[src/rtl/lss_pkg.sv]
// Package with the shared types, codes and constants of the line sensor steering sequencer.
`default_nettype none

package lss_pkg;

	localparam int SENSOR_COUNT = 16;
	localparam int CNT_W        = $clog2(SENSOR_COUNT + 1);

	typedef logic [SENSOR_COUNT-1:0] sensor_t;

	typedef logic [2:0] action_t;
	localparam action_t ACT_STOP       = 3'd0;
	localparam action_t ACT_PID        = 3'd1;
	localparam action_t ACT_HOLD       = 3'd2;
	localparam action_t ACT_FORWARD    = 3'd3;
	localparam action_t ACT_SPIN_LEFT  = 3'd4;
	localparam action_t ACT_SPIN_RIGHT = 3'd5;

	typedef logic [2:0] cls_t;
	localparam cls_t CLS_STOP  = 3'd0;
	localparam cls_t CLS_PID   = 3'd1;
	localparam cls_t CLS_HOLD  = 3'd2;
	localparam cls_t CLS_LEFT  = 3'd3;
	localparam cls_t CLS_RIGHT = 3'd4;

	typedef logic [1:0] reg_index_t;
	localparam reg_index_t REG_SPIN_SPEED    = 2'd0;
	localparam reg_index_t REG_FORWARD_SPEED = 2'd1;
	localparam reg_index_t REG_FORWARD_TICKS = 2'd2;

	localparam int CFG_DATA_W = 16;

	localparam logic [7:0]  SPIN_SPEED_RESET    = 8'd100;
	localparam logic [7:0]  FORWARD_SPEED_RESET = 8'd100;
	localparam logic [15:0] FORWARD_TICKS_RESET = 16'd200;

	localparam sensor_t CENTER_PATTERN = 16'h03C0;

	typedef struct packed {
		logic [7:0]  spin_speed;
		logic [7:0]  forward_speed;
		logic [15:0] forward_ticks;
	} cfg_t;

	// Outcome of the front classifier for one sample.
	typedef struct packed {
		cls_t cls;
		logic center;
		logic full_on;
	} class_t;

	typedef struct packed {
		action_t    action;
		logic       left_dir;
		logic [7:0] left_speed;
		logic       right_dir;
		logic [7:0] right_speed;
		logic       clear_error;
	} result_t;

endpackage

`default_nettype wire

[src/rtl/lss_sample_if.sv]
// Channel interface that carries one sensor sample word.
`default_nettype none

interface lss_sample_if;
	import lss_pkg::*;

	logic    valid;
	logic    ready;
	sensor_t sensor_bits;

	modport source(output valid, output sensor_bits, input ready);
	modport sink(input valid, input sensor_bits, output ready);
endinterface

`default_nettype wire

[src/rtl/lss_result_if.sv]
// Channel interface that carries one motor command word.
`default_nettype none

interface lss_result_if;
	import lss_pkg::*;

	logic       valid;
	logic       ready;
	action_t    action;
	logic       left_dir;
	logic [7:0] left_speed;
	logic       right_dir;
	logic [7:0] right_speed;
	logic       clear_error;

	modport source(output valid, output action, output left_dir, output left_speed,
		output right_dir, output right_speed, output clear_error, input ready);
	modport sink(input valid, input action, input left_dir, input left_speed,
		input right_dir, input right_speed, input clear_error, output ready);
endinterface

`default_nettype wire

[src/rtl/line_sensor_steering_sequencer_unit.sv]
// Top level of the line sensor steering sequencer with its configuration registers.
//
//   Channel   Dir  Handshake          Word
//   sample    in   valid/ready        sensor_bits[15:0]
//   result    out  valid/ready        action, left/right dir and speed, clear_error
//   cfg       in   cfg_wr_en only     cfg_index[1:0], cfg_data[15:0]
//
// A sample is classified as it is accepted and sits in a two-entry queue.
// The back sequencer takes one word per cycle while the result is not stalled and registers
// its command, so each accepted sample reaches the result through the queue and that register.
// A stalled result holds the back; the queue keeps the input ready for up to two more words.
// Reset puts the sequencer in follow mode and loads the default speeds and tick count.
`default_nettype none

module line_sensor_steering_sequencer_unit (
	input  wire                               clk,
	input  wire                               arst_n,
	lss_sample_if.sink                        sample,
	lss_result_if.source                      result,
	input  wire                               cfg_wr_en,
	input  wire  lss_pkg::reg_index_t         cfg_index,
	input  wire  logic [lss_pkg::CFG_DATA_W-1:0] cfg_data
);
	import lss_pkg::*;

	cfg_t    cfg_q;
	class_t  front_cls;
	class_t  q_data;
	logic    q_valid, q_ready;
	result_t res;

	always_ff @(posedge clk or negedge arst_n) begin
		if (!arst_n) begin
			cfg_q.spin_speed    <= SPIN_SPEED_RESET;
			cfg_q.forward_speed <= FORWARD_SPEED_RESET;
			cfg_q.forward_ticks <= FORWARD_TICKS_RESET;
		end else if (cfg_wr_en) begin
			case (cfg_index)
				REG_SPIN_SPEED:    cfg_q.spin_speed    <= cfg_data[7:0];
				REG_FORWARD_SPEED: cfg_q.forward_speed <= cfg_data[7:0];
				REG_FORWARD_TICKS: cfg_q.forward_ticks <= cfg_data[15:0];
				default: ;
			endcase
		end
	end

	lss_front u_front (
		.sensor_bits (sample.sensor_bits),
		.cls_out     (front_cls)
	);

	lss_queue u_queue (
		.clk        (clk),
		.arst_n     (arst_n),
		.push_valid (sample.valid),
		.push_ready (sample.ready),
		.push_data  (front_cls),
		.pop_valid  (q_valid),
		.pop_ready  (q_ready),
		.pop_data   (q_data)
	);

	lss_back u_back (
		.clk       (clk),
		.arst_n    (arst_n),
		.cfg       (cfg_q),
		.q_valid   (q_valid),
		.q_ready   (q_ready),
		.q_data    (q_data),
		.out_valid (result.valid),
		.out_ready (result.ready),
		.out_data  (res)
	);

	assign result.action      = res.action;
	assign result.left_dir    = res.left_dir;
	assign result.left_speed  = res.left_speed;
	assign result.right_dir   = res.right_dir;
	assign result.right_speed = res.right_speed;
	assign result.clear_error = res.clear_error;

endmodule

`default_nettype wire

[src/rtl/lss_front.sv]
// Front classifier: popcount, divisibility tests, exact patterns and edge masks.
`default_nettype none

module lss_front (
	input  wire  lss_pkg::sensor_t sensor_bits,
	output lss_pkg::class_t        cls_out
);
	import lss_pkg::*;

	localparam sensor_t L4_A = 16'hC180;
	localparam sensor_t L4_B = 16'h8380;
	localparam sensor_t L4_C = 16'h81C0;
	localparam sensor_t R4_A = 16'h0183;
	localparam sensor_t R4_B = 16'h0381;
	localparam sensor_t R4_C = 16'h01C1;
	localparam sensor_t L5_A = 16'hC380;
	localparam sensor_t L5_B = 16'hC1C0;
	localparam sensor_t L5_C = 16'h83C0;
	localparam sensor_t R5_A = 16'h0383;
	localparam sensor_t R5_B = 16'h01C3;
	localparam sensor_t R5_C = 16'h03C1;

	logic [2:0]       nib_cnt [4];
	logic [CNT_W-1:0] ones;
	logic [4:0]       sum3;
	logic [3:0]       fold3;
	logic [5:0]       sum7;
	logic [3:0]       fold7;
	logic [5:0]       sum15;
	logic [4:0]       fold15;
	logic [6:0]       sum31;
	logic [5:0]       fold31;
	logic             div3, div7, div15, div31;
	sensor_t          v;
	cls_t             cls;

	assign v = sensor_bits;

	always_comb begin
		for (int i = 0; i < 4; i++) begin
			nib_cnt[i] = 3'(v[4*i]) + 3'(v[4*i+1]) + 3'(v[4*i+2]) + 3'(v[4*i+3]);
		end
		ones = CNT_W'(nib_cnt[0]) + CNT_W'(nib_cnt[1]) + CNT_W'(nib_cnt[2])
			+ CNT_W'(nib_cnt[3]);
	end

	// Divisibility by 2^k-1 through sums of k-bit digits, folded once more.
	always_comb begin
		sum3 = 5'(v[1:0]) + 5'(v[3:2]) + 5'(v[5:4]) + 5'(v[7:6]) + 5'(v[9:8])
			+ 5'(v[11:10]) + 5'(v[13:12]) + 5'(v[15:14]);
		fold3 = 4'(sum3[4:2]) + 4'(sum3[1:0]);
		div3 = (fold3 == 4'd0) || (fold3 == 4'd3) || (fold3 == 4'd6) || (fold3 == 4'd9);

		sum7 = 6'(v[2:0]) + 6'(v[5:3]) + 6'(v[8:6]) + 6'(v[11:9]) + 6'(v[14:12])
			+ 6'(v[15]);
		fold7 = 4'(sum7[5:3]) + 4'(sum7[2:0]);
		div7 = (fold7 == 4'd0) || (fold7 == 4'd7);

		sum15 = 6'(v[3:0]) + 6'(v[7:4]) + 6'(v[11:8]) + 6'(v[15:12]);
		fold15 = 5'(sum15[5:4]) + 5'(sum15[3:0]);
		div15 = (fold15 == 5'd0) || (fold15 == 5'd15);

		sum31 = 7'(v[4:0]) + 7'(v[9:5]) + 7'(v[14:10]) + 7'(v[15]);
		fold31 = 6'(sum31[6:5]) + 6'(sum31[4:0]);
		div31 = (fold31 == 6'd0) || (fold31 == 6'd31);
	end

	function automatic cls_t edge_rule(sensor_t s, sensor_t low_mask, sensor_t high_mask);
		cls_t c;
		if ((s & low_mask) == '0) c = CLS_LEFT;
		else if ((s & high_mask) == '0) c = CLS_RIGHT;
		else c = CLS_HOLD;
		return c;
	endfunction

	always_comb begin
		case (ones)
			5'd0: cls = CLS_STOP;
			5'd1: cls = CLS_PID;
			5'd2: cls = div3 ? CLS_PID : CLS_HOLD;
			5'd3: cls = div7 ? CLS_PID : CLS_HOLD;
			5'd4: begin
				if (div15) cls = CLS_PID;
				else if (v == L4_A || v == L4_B || v == L4_C) cls = CLS_LEFT;
				else if (v == R4_A || v == R4_B || v == R4_C) cls = CLS_RIGHT;
				else cls = CLS_HOLD;
			end
			5'd5: begin
				if (div31) cls = CLS_PID;
				else if (v == L5_A || v == L5_B || v == L5_C) cls = CLS_LEFT;
				else if (v == R5_A || v == R5_B || v == R5_C) cls = CLS_RIGHT;
				else cls = CLS_HOLD;
			end
			5'd6, 5'd7:   cls = edge_rule(v, 16'h003F, 16'hFC00);
			5'd8, 5'd9:   cls = edge_rule(v, 16'h001F, 16'hF800);
			5'd10, 5'd11: cls = edge_rule(v, 16'h000F, 16'hF000);
			5'd12, 5'd13: cls = edge_rule(v, 16'h0007, 16'hE000);
			5'd14:        cls = edge_rule(v, 16'h0003, 16'hC000);
			default:      cls = CLS_LEFT;
		endcase
	end

	assign cls_out.cls     = cls;
	assign cls_out.center  = (v == CENTER_PATTERN);
	assign cls_out.full_on = (ones >= 5'd15);

endmodule

`default_nettype wire

[src/rtl/lss_queue.sv]
// Two-entry queue of classified words between the front and the back.
`default_nettype none

module lss_queue (
	input  wire                   clk,
	input  wire                   arst_n,
	input  wire                   push_valid,
	output logic                  push_ready,
	input  wire  lss_pkg::class_t push_data,
	output logic                  pop_valid,
	input  wire                   pop_ready,
	output lss_pkg::class_t       pop_data
);
	import lss_pkg::*;

	class_t     mem_q [2];
	logic       wr_ptr_q;
	logic       rd_ptr_q;
	logic [1:0] count_q;
	logic       push, pop;

	assign push_ready = (count_q != 2'd2);
	assign pop_valid  = (count_q != 2'd0);
	assign push       = push_valid && push_ready;
	assign pop        = pop_valid && pop_ready;
	assign pop_data   = mem_q[rd_ptr_q];

	always_ff @(posedge clk) begin
		if (push) mem_q[wr_ptr_q] <= push_data;
	end

	always_ff @(posedge clk or negedge arst_n) begin
		if (!arst_n) begin
			wr_ptr_q <= 1'b0;
			rd_ptr_q <= 1'b0;
			count_q  <= 2'd0;
		end else begin
			if (push) wr_ptr_q <= ~wr_ptr_q;
			if (pop) rd_ptr_q <= ~rd_ptr_q;
			if (push && !pop) count_q <= count_q + 2'd1;
			else if (pop && !push) count_q <= count_q - 2'd1;
		end
	end

endmodule

`default_nettype wire

[src/rtl/lss_back.sv]
// Back sequencer: follow, forward and spin modes, and the registered motor command.
`default_nettype none

module lss_back (
	input  wire                   clk,
	input  wire                   arst_n,
	input  wire  lss_pkg::cfg_t   cfg,
	input  wire                   q_valid,
	output logic                  q_ready,
	input  wire  lss_pkg::class_t q_data,
	output logic                  out_valid,
	input  wire                   out_ready,
	output lss_pkg::result_t      out_data
);
	import lss_pkg::*;

	localparam logic [1:0] MODE_FOLLOW  = 2'd0;
	localparam logic [1:0] MODE_FORWARD = 2'd1;
	localparam logic [1:0] MODE_SPIN    = 2'd2;

	logic [1:0]  mode_q, nxt_mode;
	logic        side_q, nxt_side;
	logic [15:0] tick_q, nxt_tick;
	logic        clr_q, nxt_clr;
	logic        out_valid_q;
	result_t     res_q, res;
	logic        take, do_spin;

	assign q_ready   = !out_valid_q || out_ready;
	assign take      = q_valid && q_ready;
	assign out_valid = out_valid_q;
	assign out_data  = res_q;

	always_comb begin
		nxt_mode = mode_q;
		nxt_side = side_q;
		nxt_tick = tick_q;
		nxt_clr  = clr_q;
		res      = '0;
		do_spin  = 1'b0;
		case (mode_q)
			MODE_FORWARD: begin
				if (tick_q >= cfg.forward_ticks) begin
					do_spin = 1'b1;
				end else begin
					res.action      = ACT_FORWARD;
					res.left_dir    = 1'b1;
					res.left_speed  = cfg.forward_speed;
					res.right_speed = cfg.forward_speed;
					nxt_tick        = tick_q + 16'd1;
				end
			end
			MODE_SPIN: do_spin = 1'b1;
			default: begin
				nxt_mode = MODE_FOLLOW;
				case (q_data.cls)
					CLS_STOP: res.action = ACT_STOP;
					CLS_PID:  res.action = ACT_PID;
					CLS_LEFT, CLS_RIGHT: begin
						nxt_side        = (q_data.cls == CLS_RIGHT);
						nxt_clr         = q_data.full_on;
						nxt_mode        = MODE_FORWARD;
						nxt_tick        = 16'd1;
						res.action      = ACT_FORWARD;
						res.left_dir    = 1'b1;
						res.left_speed  = cfg.forward_speed;
						res.right_speed = cfg.forward_speed;
					end
					default:  res.action = ACT_HOLD;
				endcase
			end
		endcase

		if (do_spin) begin
			nxt_mode = MODE_SPIN;
			if (q_data.center) begin
				res.action      = ACT_STOP;
				res.clear_error = clr_q;
				nxt_clr         = 1'b0;
				nxt_mode        = MODE_FOLLOW;
				nxt_tick        = 16'd0;
			end else begin
				res.action      = side_q ? ACT_SPIN_RIGHT : ACT_SPIN_LEFT;
				res.left_dir    = !side_q;
				res.right_dir   = !side_q;
				res.left_speed  = cfg.spin_speed;
				res.right_speed = cfg.spin_speed;
			end
		end
	end

	always_ff @(posedge clk or negedge arst_n) begin
		if (!arst_n) begin
			mode_q      <= MODE_FOLLOW;
			side_q      <= 1'b0;
			tick_q      <= 16'd0;
			clr_q       <= 1'b0;
			out_valid_q <= 1'b0;
		end else begin
			if (take) begin
				mode_q <= nxt_mode;
				side_q <= nxt_side;
				tick_q <= nxt_tick;
				clr_q  <= nxt_clr;
			end
			if (q_ready) out_valid_q <= q_valid;
		end
	end

	always_ff @(posedge clk) begin
		if (take) res_q <= res;
	end

endmodule

`default_nettype wire

[src/flat_wrapper.sv]
// flat-port wrapper written by rule: the top's interface ports become plain ports
module line_sensor_steering_sequencer_unit_flat import lss_pkg::*;
  (clk, arst_n, cfg_wr_en, cfg_index, cfg_data, sample_valid, sample_sensor_bits, sample_ready, result_valid, result_action, result_left_dir, result_left_speed, result_right_dir, result_right_speed, result_clear_error, result_ready);
  lss_sample_if sample_i ();
  lss_result_if result_i ();
  input  wire clk;
  input  wire arst_n;
  input  wire cfg_wr_en;
  input  wire  lss_pkg::reg_index_t cfg_index;
  input  wire  logic [lss_pkg::CFG_DATA_W-1:0] cfg_data;
  input wire logic [$bits(sample_i.valid)-1:0] sample_valid;
  input wire logic [$bits(sample_i.sensor_bits)-1:0] sample_sensor_bits;
  output wire logic [$bits(sample_i.ready)-1:0] sample_ready;
  output wire logic [$bits(result_i.valid)-1:0] result_valid;
  output wire logic [$bits(result_i.action)-1:0] result_action;
  output wire logic [$bits(result_i.left_dir)-1:0] result_left_dir;
  output wire logic [$bits(result_i.left_speed)-1:0] result_left_speed;
  output wire logic [$bits(result_i.right_dir)-1:0] result_right_dir;
  output wire logic [$bits(result_i.right_speed)-1:0] result_right_speed;
  output wire logic [$bits(result_i.clear_error)-1:0] result_clear_error;
  input wire logic [$bits(result_i.ready)-1:0] result_ready;
  assign sample_i.valid = sample_valid;
  assign sample_i.sensor_bits = sample_sensor_bits;
  assign sample_ready = sample_i.ready;
  assign result_valid = result_i.valid;
  assign result_action = result_i.action;
  assign result_left_dir = result_i.left_dir;
  assign result_left_speed = result_i.left_speed;
  assign result_right_dir = result_i.right_dir;
  assign result_right_speed = result_i.right_speed;
  assign result_clear_error = result_i.clear_error;
  assign result_i.ready = result_ready;
  line_sensor_steering_sequencer_unit u_core (.clk(clk), .arst_n(arst_n), .sample(sample_i), .result(result_i), .cfg_wr_en(cfg_wr_en), .cfg_index(cfg_index), .cfg_data(cfg_data));
endmodule
[config.mk]
export PLATFORM = sky130hd
export DESIGN_NAME = line_sensor_steering_sequencer_unit_flat
export DESIGN_NICKNAME = d
export VERILOG_FILES = /design/src/rtl/lss_pkg.sv /design/src/rtl/lss_sample_if.sv /design/src/rtl/lss_result_if.sv /design/src/rtl/line_sensor_steering_sequencer_unit.sv /design/src/rtl/lss_front.sv /design/src/rtl/lss_queue.sv /design/src/rtl/lss_back.sv /design/src/flat_wrapper.sv
export SDC_FILE = /design/constraint.sdc
export NUM_CORES = 1
export LEC_CHECK = 0
export ABC_AREA = 1
export CORE_AREA = 2 2 154 156
export CTS_BUF_LIST = sky130_fd_sc_hd__clkbuf_16
export CTS_CLUSTER_SIZE = 40
export DETAILED_ROUTE_END_ITERATION = 8
export DIE_AREA = 0 0 156 158
export DONT_BUFFER_PORTS = 1
export GPL_ROUTABILITY_DRIVEN = 0
export PLACE_DENSITY = 0.61
export RECOVER_POWER = 25
export SYNTH_ARGS = -nofsm -noshare
export SYNTH_HDL_FRONTEND = slang
export SYNTH_HIERARCHICAL = 1
export SYNTH_SLANG_ARGS = --single-unit
[constraint.sdc]
create_clock -name clk -period 3.1 [get_ports clk]
set_input_delay 0.465 -clock clk [delete_from_list [all_inputs] [get_ports clk]]
set_output_delay 0.465 -clock clk [all_outputs]
set_load 0.005 [all_outputs]
==> run metrics <==
CTS buffer count=9; clock transition at the registers of the reported paths=0.06 ns; clock skew=0.00739 ns; I/O pins=63; sequential share of the synthesized area=0.271; Synth Register Bits=81; die footprint=0.0246 sq mm; Yosys cell types=42; CP Launch Type=primary input; max-cap violations=1; DR vias=6710; final hold violation count=0; PD cells=815 mW/mm^2; Synthesis Warnings=6; status=finished with violations; die outline height=158 um; fmax=229 MHz; pre-CTS WS=-1.71 ns; post-synth net total=1221; Clock Latency Late Sink=0.34 ns; synthesized area=0.00796 sq mm; CTS root buffer=clkbuf_16; worst hold margin=0.236 ns; Critical Setup Path Class=primary input to register; largest net degree at the start of global routing=58; most common cell after layout, fill and taps aside=nand2_1; # clock sinks=81; Worst slew margin=-0.00654; Crit. End Element=register; # DRC=0; Static Leak=4.54 nW; layout cell share with drive strength beyond 1=0.153; Initial DRC Count=433; Rows=56; global-route wire length before repair=31300 um; Area growth syn-to-layout=12.1%; Worst Max-Slew Pin Slew=1.51 ns; Gate Count Post-Synth=1077; port bufs=0; Final Power=0.00727 W; initial antenna violation count=0; vias per cell=4.78; Die Wd=156 um; TNS Setup=-8.81 ns; final number of setup-violating endpoints=8; Final nets=1253; Core ar.=0.0231 sq mm; WL per Instance=13.3 um; leading cell types in the layout, fill and taps excluded=nand2_1, inv_1, nand3_1, nor2_1, ha_1; Hold Path Class=primary input to register; CTS tree=built; clk buf depth=2; Syn Area/Cell=7.39 sq um; vias in the first global route=6460; DP HPWL=14400 um; post-route clock period utilization=1.41; Overall Global Routing Usage=0.157; final slew viol count=58; Max VDD drop=0.000437 V; Max Fanout on Critical Path=4; final WL=18700 um; Routed Antenna Nets=0; Initial Util=0.345; failing checks=capacitance limit, slew limit, setup timing; RSZ-0062 raised after global routing=yes; Fillers=2358; n_diodes=0; GRT overflow=0; fin util=0.387; setup ws final=-1.27 ns; CTS H-tree lvls=3; drt first pass iters=5; final worst path period need=4.37 ns; CP arrival=4.46 ns; Crit path required time=3.19 ns
sequential cells by signal, indices dropped and copies added, names as in the netlist:
signal	count
u_core/u_back/tick_q	16
u_core/u_back/side_q	1
u_core/u_back/clr_q	1
u_core/u_back/out_valid	1
u_core/u_queue/wr_ptr_q	1
u_core/u_queue/count_q	2
u_core/u_back/mode_q	2
u_core/u_queue/mem_q	10
u_core/cfg_q	32
u_core/u_queue/rd_ptr_q	1
u_core/u_back/out_data	14
cells in the mapped netlist, drive strengths merged:
cell type | instances | share of area
o22ai | 1 | 0.00079
a31oi | 1 | 0.00079
fa | 48 | 0.12
inv | 157 | 0.074
nor2 | 79 | 0.049
edfxtp | 24 | 0.091
xnor2 | 4 | 0.0044
buf | 28 | 0.027
or2 | 3 | 0.0024
o21bai | 1 | 0.0014
clkinv | 1 | 0.00047
nand4 | 41 | 0.032
nand3b | 3 | 0.0028
ha | 57 | 0.090
nor3 | 9 | 0.0088
and2 | 3 | 0.0024
o21ai | 17 | 0.012
a21oi | 26 | 0.016
dfrtp | 48 | 0.15
nand3 | 79 | 0.056
a21o | 2 | 0.0019
dfstp | 9 | 0.030
nand2 | 415 | 0.21
clkbuf | 7 | 0.0035
xor2 | 12 | 0.014
o21a | 1 | 0.00094
a21boi | 1 | 0.00094
critical path, cell delays in order:
cell     delay [ns]
inv_8          0.02
fa_1           0.52
inv_1          0.05
fa_1           0.49
fa_1           0.44
fa_1           0.53
ha_2           0.19
fa_1           0.41
ha_2           0.19
fa_1           0.50
inv_1          0.05
nor2_2         0.11
o21ai_1        0.07
nand2_1        0.07
nand2_2        0.06
nand3_2        0.06
nand3_2        0.06
nor2_2         0.10
nand2_1        0.07
final timing paths:
| check | startpoint | end | slack (ns) | cells after the start |
|---|---|---|---|---|
| min reg2reg | u_core/cfg_q[29] | u_core/cfg_q[29] | 0.46 | 2 |
| min in group asynchronous | arst_n | u_core/cfg_q[28] | 0.50 | 1 |
| max | sample_sensor_bits[7] | u_core/u_queue/mem_q[1][2] | -1.27 | 19 |
| max reg2reg | u_core/cfg_q[3] | u_core/u_back/out_data[19] | 0.54 | 17 |
| max in group asynchronous | arst_n | u_core/cfg_q[15] | 1.71 | 1 |
| min | cfg_data[6] | u_core/cfg_q[30] | 0.24 | 2 |
through the flow:
step / instances / instance area [sq um]
finish: 1404 / 8920
global placement: 1379 / 8450
global route: 1404 / 8920
CTS: 1399 / 8860
floorplan: 1077 / 7980
detailed placement: 1379 / 8450
where the power goes:
group / internal (W) / switching [W] / leakage (nW)
sequential: 0.00150 / 0.000186 / 0.953
clock: 0.000616 / 0.000417 / 0.146
combinational: 0.00184 / 0.00272 / 3.45
layer usage:
metal | up-vias | GRT usage | wire [um]
met5 | - | 0 | 0
met4 | 0 | 0.0437 | 335
met3 | 29 | 0.0252 | 786
met2 | 151 | 0.280 | 9160
met1 | 3089 | 0.197 | 8400
li1 | 3441 | - | -
layout make-up:
class | count | area, sq um | area share
Inverter | 158 | 604 | 0.0678
Tap cell | 290 | 363 | 0.0407
Clock buffer | 9 | 225 | 0.0253
Multi-Input combinational cell | 804 | 5080 | 0.570
Sequential cell | 81 | 2160 | 0.242
Timing Repair Buffer | 55 | 425 | 0.0477
Clock inverter | 7 | 62.6 | 0.00701
what timing repair did:
item                                    4_1_cts  5_1_grt
setup buffers                                 2        5
pin swaps                                     7        9
hold endpoints to repair                     57        0
hold buffers                                  1        0
endpoints found under the setup margin        8        8
cloned                                        1        0
gates resized for setup                      20       13
kinds of logic (layout without fill, tap and decap cells):
group	after synthesis	after routing	synth area share
buf+inv	193	229	0.105
fa+ha+maj	105	105	0.210
xor+xnor	16	16	0.0186
simple gates	632	633	0.360
compound gates	50	50	0.0352
flops	81	81	0.271
(Power assumes the default switching activity.)
